$ cat src/rtl/core/ndvi_pkg.sv
// ============================================================================
// ndvi_pkg: shared types, widths and helpers for the NDVI pixel masker
// Holds the fixed-point format, the status and register codes, the pipeline
// record types and the per-step functions of the quotient pipeline.
// ============================================================================
`timescale 1ns / 1ps

package ndvi_pkg;

  // Sample format: two's complement, two integer bits, the rest fraction.
  localparam int SAMPLE_BITS = 16;
  localparam int FRAC_BITS   = SAMPLE_BITS - 2;

  // Band sums and differences keep one extra bit so that nothing wraps.
  localparam int SUM_W = SAMPLE_BITS + 1;
  localparam int MAG_W = SAMPLE_BITS + 1;
  // Quotient magnitude below 2 * ONE needs FRAC_BITS + 1 bits.
  localparam int QUO_W = FRAC_BITS + 1;
  // Scaled dividend and partial remainder widths.
  localparam int NUM_W = 2 * SAMPLE_BITS;
  localparam int REM_W = NUM_W - QUO_W;

  // Quotient bits resolved in each divider stage.
  localparam int STEPS_PER_STAGE = 3;
  localparam int DIV_STAGES      = (QUO_W + STEPS_PER_STAGE - 1) / STEPS_PER_STAGE;

  // Fixed-point one and the saturation limits.
  localparam logic [SAMPLE_BITS-1:0]        ONE_Q = SAMPLE_BITS'(1) << FRAC_BITS;
  localparam logic signed [SAMPLE_BITS-1:0] Q_MAX = ONE_Q;
  localparam logic signed [SAMPLE_BITS-1:0] Q_MIN = -ONE_Q;

  // Default water limit: -0.35 rounded to the nearest code.
  localparam longint ONE_L = longint'(1) << FRAC_BITS;
  localparam logic signed [SAMPLE_BITS-1:0] WATER_LIM_RST =
    SAMPLE_BITS'(-((64'sd35 * ONE_L + 64'sd50) / 64'sd100));

  // Configuration register indexes.
  localparam int CFG_IDX_W = 2;
  typedef enum logic [CFG_IDX_W-1:0] {
    REG_NDWI_THR  = 2'd0,
    REG_WATER_LIM = 2'd1
  } cfg_reg_t;

  // Result status codes.
  typedef enum logic [1:0] {
    ST_VALID    = 2'd0,
    ST_CLOUD    = 2'd1,
    ST_ZERO_DEN = 2'd2,
    ST_WATER    = 2'd3
  } status_t;

  // Per-pixel flags that ride along the pipeline.
  typedef struct packed {
    logic cloud;
    logic zden;
    logic wzero;
    logic last;
  } side_t;

  // Stage 1: band differences and sums.
  typedef struct packed {
    logic signed [SUM_W-1:0] d_v;
    logic signed [SUM_W-1:0] s_v;
    logic signed [SUM_W-1:0] d_w;
    logic signed [SUM_W-1:0] s_w;
    logic                    cloud;
    logic                    last;
  } sum_item_t;

  // Stage 2: magnitudes and quotient sign of one index.
  typedef struct packed {
    logic [MAG_W-1:0] ud;
    logic [MAG_W-1:0] us;
    logic             neg;
  } mag_lane_t;

  typedef struct packed {
    mag_lane_t v;
    mag_lane_t w;
    side_t     sd;
  } mag_item_t;

  // Divider lane state: divisor, partial remainder, dividend bits still to
  // shift in, quotient bits so far, sign and early saturation.
  typedef struct packed {
    logic [MAG_W-1:0] dvs;
    logic [REM_W-1:0] rem;
    logic [QUO_W-1:0] nlo;
    logic [QUO_W-1:0] quo;
    logic             neg;
    logic             sat;
  } div_lane_t;

  typedef struct packed {
    div_lane_t v;
    div_lane_t w;
    side_t     sd;
  } div_item_t;

  // Signed, saturated quotients.
  typedef struct packed {
    logic signed [SAMPLE_BITS-1:0] ndvi;
    logic signed [SAMPLE_BITS-1:0] ndwi;
    side_t                         sd;
  } sgn_item_t;

  // One result.
  typedef struct packed {
    logic signed [SAMPLE_BITS-1:0] ndvi;
    status_t                       status;
    logic                          last;
  } res_t;

  // Magnitude of a widened band sum or difference.
  function automatic logic [MAG_W-1:0] mag_of(logic signed [SUM_W-1:0] x);
    logic signed [SUM_W-1:0] nx;
    nx = -x;
    return x[SUM_W-1] ? MAG_W'(unsigned'(nx)) : MAG_W'(unsigned'(x));
  endfunction

  // Set up the divider: dividend is |d| * ONE + |s| / 2 for round-half-up.
  // A magnitude of at least twice the divisor always saturates.
  function automatic div_lane_t div_init(mag_lane_t m);
    logic [NUM_W-1:0] num;
    div_lane_t        r;
    num   = (NUM_W'(m.ud) << FRAC_BITS) + NUM_W'(m.us >> 1);
    r.dvs = m.us;
    r.rem = num[NUM_W-1:QUO_W];
    r.nlo = num[QUO_W-1:0];
    r.quo = '0;
    r.neg = m.neg;
    r.sat = ({1'b0, m.ud} >= {m.us, 1'b0});
    return r;
  endfunction

  // One restoring division step: resolves one quotient bit.
  function automatic div_lane_t div_step(div_lane_t a);
    logic [REM_W:0] sh;
    logic [REM_W:0] dv;
    logic [REM_W:0] diff;
    div_lane_t      r;
    r    = a;
    sh   = {a.rem, a.nlo[QUO_W-1]};
    dv   = (REM_W + 1)'(a.dvs);
    diff = sh - dv;
    r.nlo = {a.nlo[QUO_W-2:0], 1'b0};
    if (sh >= dv) begin
      r.rem = diff[REM_W-1:0];
      r.quo = {a.quo[QUO_W-2:0], 1'b1};
    end else begin
      r.rem = sh[REM_W-1:0];
      r.quo = {a.quo[QUO_W-2:0], 1'b0};
    end
    return r;
  endfunction

  // Clamp the quotient magnitude to ONE and apply the sign.
  function automatic logic signed [SAMPLE_BITS-1:0] finish_q(div_lane_t a);
    logic [SAMPLE_BITS-1:0] mag;
    if (a.sat || (a.quo > QUO_W'(ONE_Q))) begin
      mag = ONE_Q;
    end else begin
      mag = SAMPLE_BITS'(a.quo);
    end
    return a.neg ? signed'(-mag) : signed'(mag);
  endfunction

endpackage

$ cat src/rtl/core/ndvi_pixel_masker.sv
// NDVI pixel masker. Takes one pixel request per clock while in_stall is low
// (red, near-infrared and green reflectances in signed Q1.14, a cloud flag
// and a last-pixel mark) and returns one result per pixel, in order: NDVI =
// (nir - red) / (red + nir) rounded to nearest and saturated to [-1, 1], plus
// a status of valid, cloud, zero denominator or water masked. A pixel is water
// masked when NDVI is below ndvi_water_limit and NDWI = (green - nir) /
// (green + nir) is below ndwi_threshold; a zero NDWI denominator never masks.
// Throughput is one pixel per clock while in_stall is low; the two 15-bit
// quotient pipelines resolve three quotient bits per stage.
// The output has a one-entry skid buffer, so in_stall is a registered signal.
// Configuration writes are always accepted (cfg_ready is tied high) and should
// be made while no pixels are in flight.
// ============================================================================
// ndvi_pixel_masker: pipelined NDVI / NDWI engine with water masking
// Ten-stage pipeline: band sums, magnitudes, divider setup, five divider
// stages, sign and clamp, then the status decision into the output register.
// ============================================================================
`timescale 1ns / 1ps

module ndvi_pixel_masker
  import ndvi_pkg::*;
(
  input  logic                          clk,
  input  logic                          rst_n,
  // Pixel input channel
  input  logic                          in_valid,
  output logic                          in_stall,
  input  logic signed [SAMPLE_BITS-1:0] in_red,
  input  logic signed [SAMPLE_BITS-1:0] in_nir,
  input  logic signed [SAMPLE_BITS-1:0] in_green,
  input  logic                          in_cloud_flag,
  input  logic                          in_last_pixel,
  // Result channel
  output logic                          out_valid,
  input  logic                          out_stall,
  output logic signed [SAMPLE_BITS-1:0] out_ndvi,
  output logic [1:0]                    out_status,
  output logic                          out_last_pixel_out,
  // Configuration write channel
  input  logic                          cfg_valid,
  output logic                          cfg_ready,
  input  logic [CFG_IDX_W-1:0]          cfg_index,
  input  logic [SAMPLE_BITS-1:0]        cfg_data
);

  // Configuration registers.
  logic signed [SAMPLE_BITS-1:0] thr_r;
  logic signed [SAMPLE_BITS-1:0] lim_r;

  // Pipeline stage registers and their valid bits.
  sum_item_t          s1_r;
  sum_item_t          s1_nxt;
  logic               s1_v_r;
  mag_item_t          s2_r;
  mag_item_t          s2_nxt;
  logic               s2_v_r;
  div_item_t          s3_nxt;
  div_item_t          div_r   [DIV_STAGES+1];
  div_item_t          div_nxt [DIV_STAGES];
  logic [DIV_STAGES:0] dv_r;
  sgn_item_t          sg_r;
  sgn_item_t          sg_nxt;
  logic               sg_v_r;
  res_t               res_nxt;

  // Output register and skid entry.
  res_t               out_res_r;
  logic               out_valid_r;
  res_t               skid_res_r;
  logic               skid_v_r;

  // The whole pipeline advances unless the skid entry is occupied.
  logic               en;

  assign en        = !skid_v_r;
  assign in_stall  = skid_v_r;
  assign cfg_ready = 1'b1;

  // Configuration register writes; unknown indexes are ignored.
  always_ff @(posedge clk) begin
    if (!rst_n) begin
      thr_r <= '0;
      lim_r <= WATER_LIM_RST;
    end else if (cfg_valid) begin
      case (cfg_index)
        REG_NDWI_THR:  thr_r <= signed'(cfg_data);
        REG_WATER_LIM: lim_r <= signed'(cfg_data);
        default: ;
      endcase
    end
  end

  // Stage 1: band differences and sums at full width.
  always_comb begin
    s1_nxt.d_v   = SUM_W'(in_nir) - SUM_W'(in_red);
    s1_nxt.s_v   = SUM_W'(in_red) + SUM_W'(in_nir);
    s1_nxt.d_w   = SUM_W'(in_green) - SUM_W'(in_nir);
    s1_nxt.s_w   = SUM_W'(in_green) + SUM_W'(in_nir);
    s1_nxt.cloud = in_cloud_flag;
    s1_nxt.last  = in_last_pixel;
  end

  // Stage 2: magnitudes, quotient signs and zero-denominator flags.
  always_comb begin
    s2_nxt.v.ud     = mag_of(s1_r.d_v);
    s2_nxt.v.us     = mag_of(s1_r.s_v);
    s2_nxt.v.neg    = s1_r.d_v[SUM_W-1] ^ s1_r.s_v[SUM_W-1];
    s2_nxt.w.ud     = mag_of(s1_r.d_w);
    s2_nxt.w.us     = mag_of(s1_r.s_w);
    s2_nxt.w.neg    = s1_r.d_w[SUM_W-1] ^ s1_r.s_w[SUM_W-1];
    s2_nxt.sd.cloud = s1_r.cloud;
    s2_nxt.sd.zden  = (s1_r.s_v == '0);
    s2_nxt.sd.wzero = (s1_r.s_w == '0);
    s2_nxt.sd.last  = s1_r.last;
  end

  // Stage 3: scaled dividends and early saturation.
  always_comb begin
    s3_nxt.v  = div_init(s2_r.v);
    s3_nxt.w  = div_init(s2_r.w);
    s3_nxt.sd = s2_r.sd;
  end

  // Divider stages: each resolves up to three quotient bits in both lanes.
  always_comb begin
    for (int g = 0; g < DIV_STAGES; g++) begin
      div_nxt[g] = div_r[g];
      for (int j = 0; j < STEPS_PER_STAGE; j++) begin
        if (g * STEPS_PER_STAGE + j < QUO_W) begin
          div_nxt[g].v = div_step(div_nxt[g].v);
          div_nxt[g].w = div_step(div_nxt[g].w);
        end
      end
    end
  end

  // Sign stage: clamp to one and restore the sign.
  always_comb begin
    sg_nxt.ndvi = finish_q(div_r[DIV_STAGES].v);
    sg_nxt.ndwi = finish_q(div_r[DIV_STAGES].w);
    sg_nxt.sd   = div_r[DIV_STAGES].sd;
  end

  // Status decision; NDVI is forced to zero unless the pixel is valid.
  always_comb begin
    res_nxt.last = sg_r.sd.last;
    res_nxt.ndvi = '0;
    if (sg_r.sd.cloud) begin
      res_nxt.status = ST_CLOUD;
    end else if (sg_r.sd.zden) begin
      res_nxt.status = ST_ZERO_DEN;
    end else if (!sg_r.sd.wzero && (sg_r.ndvi < lim_r) && (sg_r.ndwi < thr_r)) begin
      res_nxt.status = ST_WATER;
    end else begin
      res_nxt.status = ST_VALID;
      res_nxt.ndvi   = sg_r.ndvi;
    end
  end

  // Pipeline payload registers.
  always_ff @(posedge clk) begin
    if (en) begin
      s1_r     <= s1_nxt;
      s2_r     <= s2_nxt;
      div_r[0] <= s3_nxt;
      for (int g = 0; g < DIV_STAGES; g++) begin
        div_r[g+1] <= div_nxt[g];
      end
      sg_r     <= sg_nxt;
    end
  end

  // Pipeline valid bits travel with the data.
  always_ff @(posedge clk) begin
    if (!rst_n) begin
      s1_v_r <= 1'b0;
      s2_v_r <= 1'b0;
      dv_r   <= '0;
      sg_v_r <= 1'b0;
    end else if (en) begin
      s1_v_r <= in_valid;
      s2_v_r <= s1_v_r;
      dv_r   <= {dv_r[DIV_STAGES-1:0], s2_v_r};
      sg_v_r <= dv_r[DIV_STAGES];
    end
  end

  // Output register and skid entry control.
  always_ff @(posedge clk) begin
    if (!rst_n) begin
      out_valid_r <= 1'b0;
      skid_v_r    <= 1'b0;
    end else if (!out_valid_r || !out_stall) begin
      if (skid_v_r) begin
        out_valid_r <= 1'b1;
        skid_v_r    <= 1'b0;
      end else begin
        out_valid_r <= sg_v_r;
      end
    end else if (en && sg_v_r) begin
      skid_v_r <= 1'b1;
    end
  end

  // Output register and skid entry payload.
  always_ff @(posedge clk) begin
    if (!out_valid_r || !out_stall) begin
      if (skid_v_r) begin
        out_res_r <= skid_res_r;
      end else begin
        out_res_r <= res_nxt;
      end
    end else if (en && sg_v_r) begin
      skid_res_r <= res_nxt;
    end
  end

  assign out_valid          = out_valid_r;
  assign out_ndvi           = out_res_r.ndvi;
  assign out_status         = out_res_r.status;
  assign out_last_pixel_out = out_res_r.last;

`ifndef SYNTHESIS
  // The skid entry only fills behind a held result.
  a_skid_behind_out: assert property (@(posedge clk) disable iff (!rst_n)
    skid_v_r |-> out_valid_r)
    else $error("skid entry holds a request while the output is empty");

  // The skid entry fills only when the output was stalled.
  a_skid_on_stall: assert property (@(posedge clk) disable iff (!rst_n)
    $rose(skid_v_r) |-> $past(out_valid_r && out_stall))
    else $error("skid entry filled without an output stall");

  // Any status other than valid carries a zero NDVI.
  a_masked_zero: assert property (@(posedge clk) disable iff (!rst_n)
    (out_valid && (out_status != ST_VALID)) |-> (out_ndvi == '0))
    else $error("masked result carries a nonzero NDVI");

  // NDVI stays inside [-1, 1].
  a_ndvi_range: assert property (@(posedge clk) disable iff (!rst_n)
    out_valid |-> ((out_ndvi <= Q_MAX) && (out_ndvi >= Q_MIN)))
    else $error("NDVI outside the saturation range");
`endif

endmodule
$ cat config.mk
export PLATFORM = sky130hd
export DESIGN_NAME = ndvi_pixel_masker
export DESIGN_NICKNAME = d
export VERILOG_FILES = /design/src/rtl/core/ndvi_pkg.sv /design/src/rtl/core/ndvi_pixel_masker.sv
export SDC_FILE = /design/constraint.sdc
export NUM_CORES = 2
export LEC_CHECK = 0
export ABC_AREA = 1
export BUFFER_PORTS_ARGS = -buffer_cell sky130_fd_sc_hd__buf_4
export CAP_MARGIN = 20
export CORE_ASPECT_RATIO = 0.6
export CORE_MARGIN = 4
export CORE_UTILIZATION = 45
export CTS_BUF_LIST = sky130_fd_sc_hd__clkbuf_4 sky130_fd_sc_hd__clkbuf_8 sky130_fd_sc_hd__clkbuf_16
export CTS_CLUSTER_DIAMETER = 30
export DETAILED_ROUTE_END_ITERATION = 12
export PLACE_DENSITY_LB_ADDON = 0.3
export RECOVER_POWER = 50
export SETUP_SLACK_MARGIN = 0.5
export SLEW_MARGIN = 25
export SYNTH_ARGS = -nofsm -noshare
export SYNTH_HDL_FRONTEND = slang
export SYNTH_SLANG_ARGS = --single-unit
$ cat constraint.sdc
create_clock -name clk -period 43 [get_ports clk]
set_input_delay 2.15 -clock clk [delete_from_list [all_inputs] [get_ports clk]]
set_output_delay 2.15 -clock clk [all_outputs]
set_load 0.01 [all_outputs]
==> metrics.md <==
| Metric | Value |
|---|---|
| Status | finished with violations |
| Failing checks | capacitance limit, slew limit |
| Area growth from synthesis to layout | 10.18% |
| Root buf cell | clkbuf_16 |
| Post-Syn Area | 61310 um^2 |
| Die area | 142400 um^2 |
| Port buffer count | 93 |
| Final setup violation count | 0 |
| Top post-synthesis cells by area | edfxtp_1 (34%), nand2_1 (14%), ha_1 (13%) |
| #FFs+latches synth | 737 |
| Mapped Cells | 7833 |
| Syn_nets | 8590 |
| Ys async rst share | 0% |
| Chip width | 484.5 um |
| Yosys warning total | 0 |
| Layout cells sized above 1 | ~6% |
| Clk buf depth | 3 |
| Area of the core | about 130000 um^2 |
| Met2 Usage GRT | 30.79% |
| Register area share after synthesis | 35.40% |
| # IOs | between 90 and 100 |
| DRT iter0 DRCs | 6637 |
| Routed wire length | 188500 um |
| Relative slew slack | -245.3% |
| # DRC | 0 |
| CP arrival | between 10 and 15 ns |
| Leading area contributor after synthesis | edfxtp_1 |
| Tot GR Track Use | 25.69% |
| Clock sinks | about 740 |
| Hold WC Path Type | reg -> reg |
| Max incr delay on CP | between 3 and 4 ns |
| Vias in the first global route | 48050 |
| Worst slew pin tran | between 5 and 6 ns |
| H-tree levels | 3 |
| Max cap viols | 7 |
| Detailed placer's ending HPWL | approximately 150000 um |
| Final hold viol count | 0 |
| CP startpoint kind | register |
| Area of the multi-input gates | 35210 um^2 |
| RSZ-0062 raised after global routing | false |
| Initial antenna violation count | 13 |
| Pin count of the biggest net entering global routing | 182 |
| Hold buffers post-CTS | 0 |
| Worst path slowest cell | clkbuf_1 |
| Final Critical Period | 10.17 ns |
| Netlist cell types | 64 |
| Top cell type's share of synthesized area | 33.99% |
| CP dominant cell by count | clkbuf_1 |
| Syn Area/Cell | 7.827 um^2 |
| Routed len/inst | around 19 um |
| Vias | roughly 54000 |
| R2R setup slack | about 33 ns |
| Met1 GRT Util | 44.64% |
| M3 GR Usage | 6.134% |
| Die H | 293.9 um |
| CTS tree | built |
| Postcts setup bufs | 0 |
| Antenna violation net count after detailed routing | 0 |
| Row count | around 100 |
| Peak Freq | 0.09830 GHz |
| Total gr overflow | 0 |
| Layout Skew | 0.04743 ns |
| WP data required | approximately 43 ns |
| Post-synth EDFFs | 694 |
| Clk Latency, worst-skew pair | around 0.73 ns |
| Starting Density | 45.52% |
| FILL cells | 12970 |
| Prevailing post-synth register cell | edfxtp_1 |
| Crit path cell chain | clkinvlp_2 -> clkbuf_1 -> clkbuf_1 -> buf_4 |
| Setup Total Neg Slack | 0 ns |
| Vias per cell | 5.542 |
| First-pass GRT wire length | about 290000 um |
| Reg clk slew, reported paths | 0.06 ns |
| Flip-flop and latch area | 21700 um^2 |
| Final #Nets | 8683 |
| Gpl congestion | 0.9728 |
| Worst Setup End Kind | register |
| Final period util | between 20% and 30% |
| Highest net fanout along the worst path | 93 |
| WS Path Type | reg -> reg |
| Final Max Tran Viols | 413 |
| Top Usage Layer GRT | met1 |
| # resized after CTS | 0 |
| Cts bufs inserted | 114 |
| Drt first pass iters | 6 |
## cells in the final DEF, fill, tap and decap left out, types with 66 or more instances in the layout
cell and n:
edfxtp_1 694, o21ai_0 409, nand4_1 66, a21oi_1 568, inv_1 945, clkbuf_16 115, nand2_1 2213, nand3_1 437
o21ai_1 97, nor2_1 485, xnor2_1 189, nor3_1 89, buf_4 95, xor2_1 324, ha_1 650
## cell type report
type | count | area share, %
multi-input cells | 5998 | 52.12
flip-flops and latches | 737 | 32.12
inverters | 969 | 5.390
clock buffers | 124 | 4.360
well taps | 1802 | 3.338
clock inverters | 94 | 1.504
repair buffers | 106 | 1.147
diodes | 4 | 0.01482
## final timing paths
kind | startpoint | end | cells after the start
min reg2reg | div_r[3][71] | div_r[4][71] | 0
min | div_r[3][71] | div_r[4][71] | 0
max | in_stall | div_r[1][115] | 4
max reg2reg | in_stall | div_r[1][115] | 4
## flip-flops by register name, summed over array words and instances (netlist names), 2 cells and up
signal,cells
lim_r,16
thr_r,16
sg_r,35
out_ndvi,16
s1_r,68
dv_r,6
skid_res_r,19
s2_r,72
out_status,2
div_r,480
## worst max-delay path: cells and delay by family (launching register included)
family / cells / cell delay (ns)
flops: 1 / 0.32
buf+inv: 4 / 9.22
## layer usage
metal	share of wire [%]	vias to the layer above
li1	-	26530
met1	53	25120
met2	34	2687
met3	12	160
met4	1.1	0
met5	0	-
## synthesized netlist by cell type (24+ instances only)
cell type and n:
nor2_1 485, o21bai_1 24, buf_2 39, a21oi_1 567
a21o_1 37, or2_2 36, xor2_1 324, nor3_1 90
nand2_2 34, a31oi_1 39, ha_1 650, inv_1 946
xnor2_1 189, nand3_1 437, o21a_1 26, clkbuf_1 51
nand4_1 64, nand2_1 2211, edfxtp_1 694, o21ai_1 97
nand3b_1 32, nor4_1 34, o21ai_0 409, dfxtp_1 43
fa_1 34
## cell families after synthesis
family	after synthesis	share of synthesized area (%)
adders and majority gates	684	14.38
and+or+nand+nor	3486	23.96
other	1	0.006116
buffers and inverters	1098	7.126
xor gates and xnor gates	513	7.328
DFF	737	35.40
AOI/OAI and AO/OA	1314	11.81
## stage by stage
stage                     std cells  area, um^2  setup WS, ns  hold slack [ns]  util, %
after floorplan                7833       61310         23.23           0.4003        -
after global placement         9610       63640         35.34           0.4008    47.25
after detailed placement       9610       63640         35.43           0.4045    47.25
after CTS                      9828       67600         35.41           0.4160    50.20
after global routing           9834       67550         31.98           0.4152    50.16
final                          9834       67550         32.83           0.4063    50.16
Power is left out: the tool's default activity adds up to more than one toggle a clock period on the data nets, which glitch-free logic cannot reach.
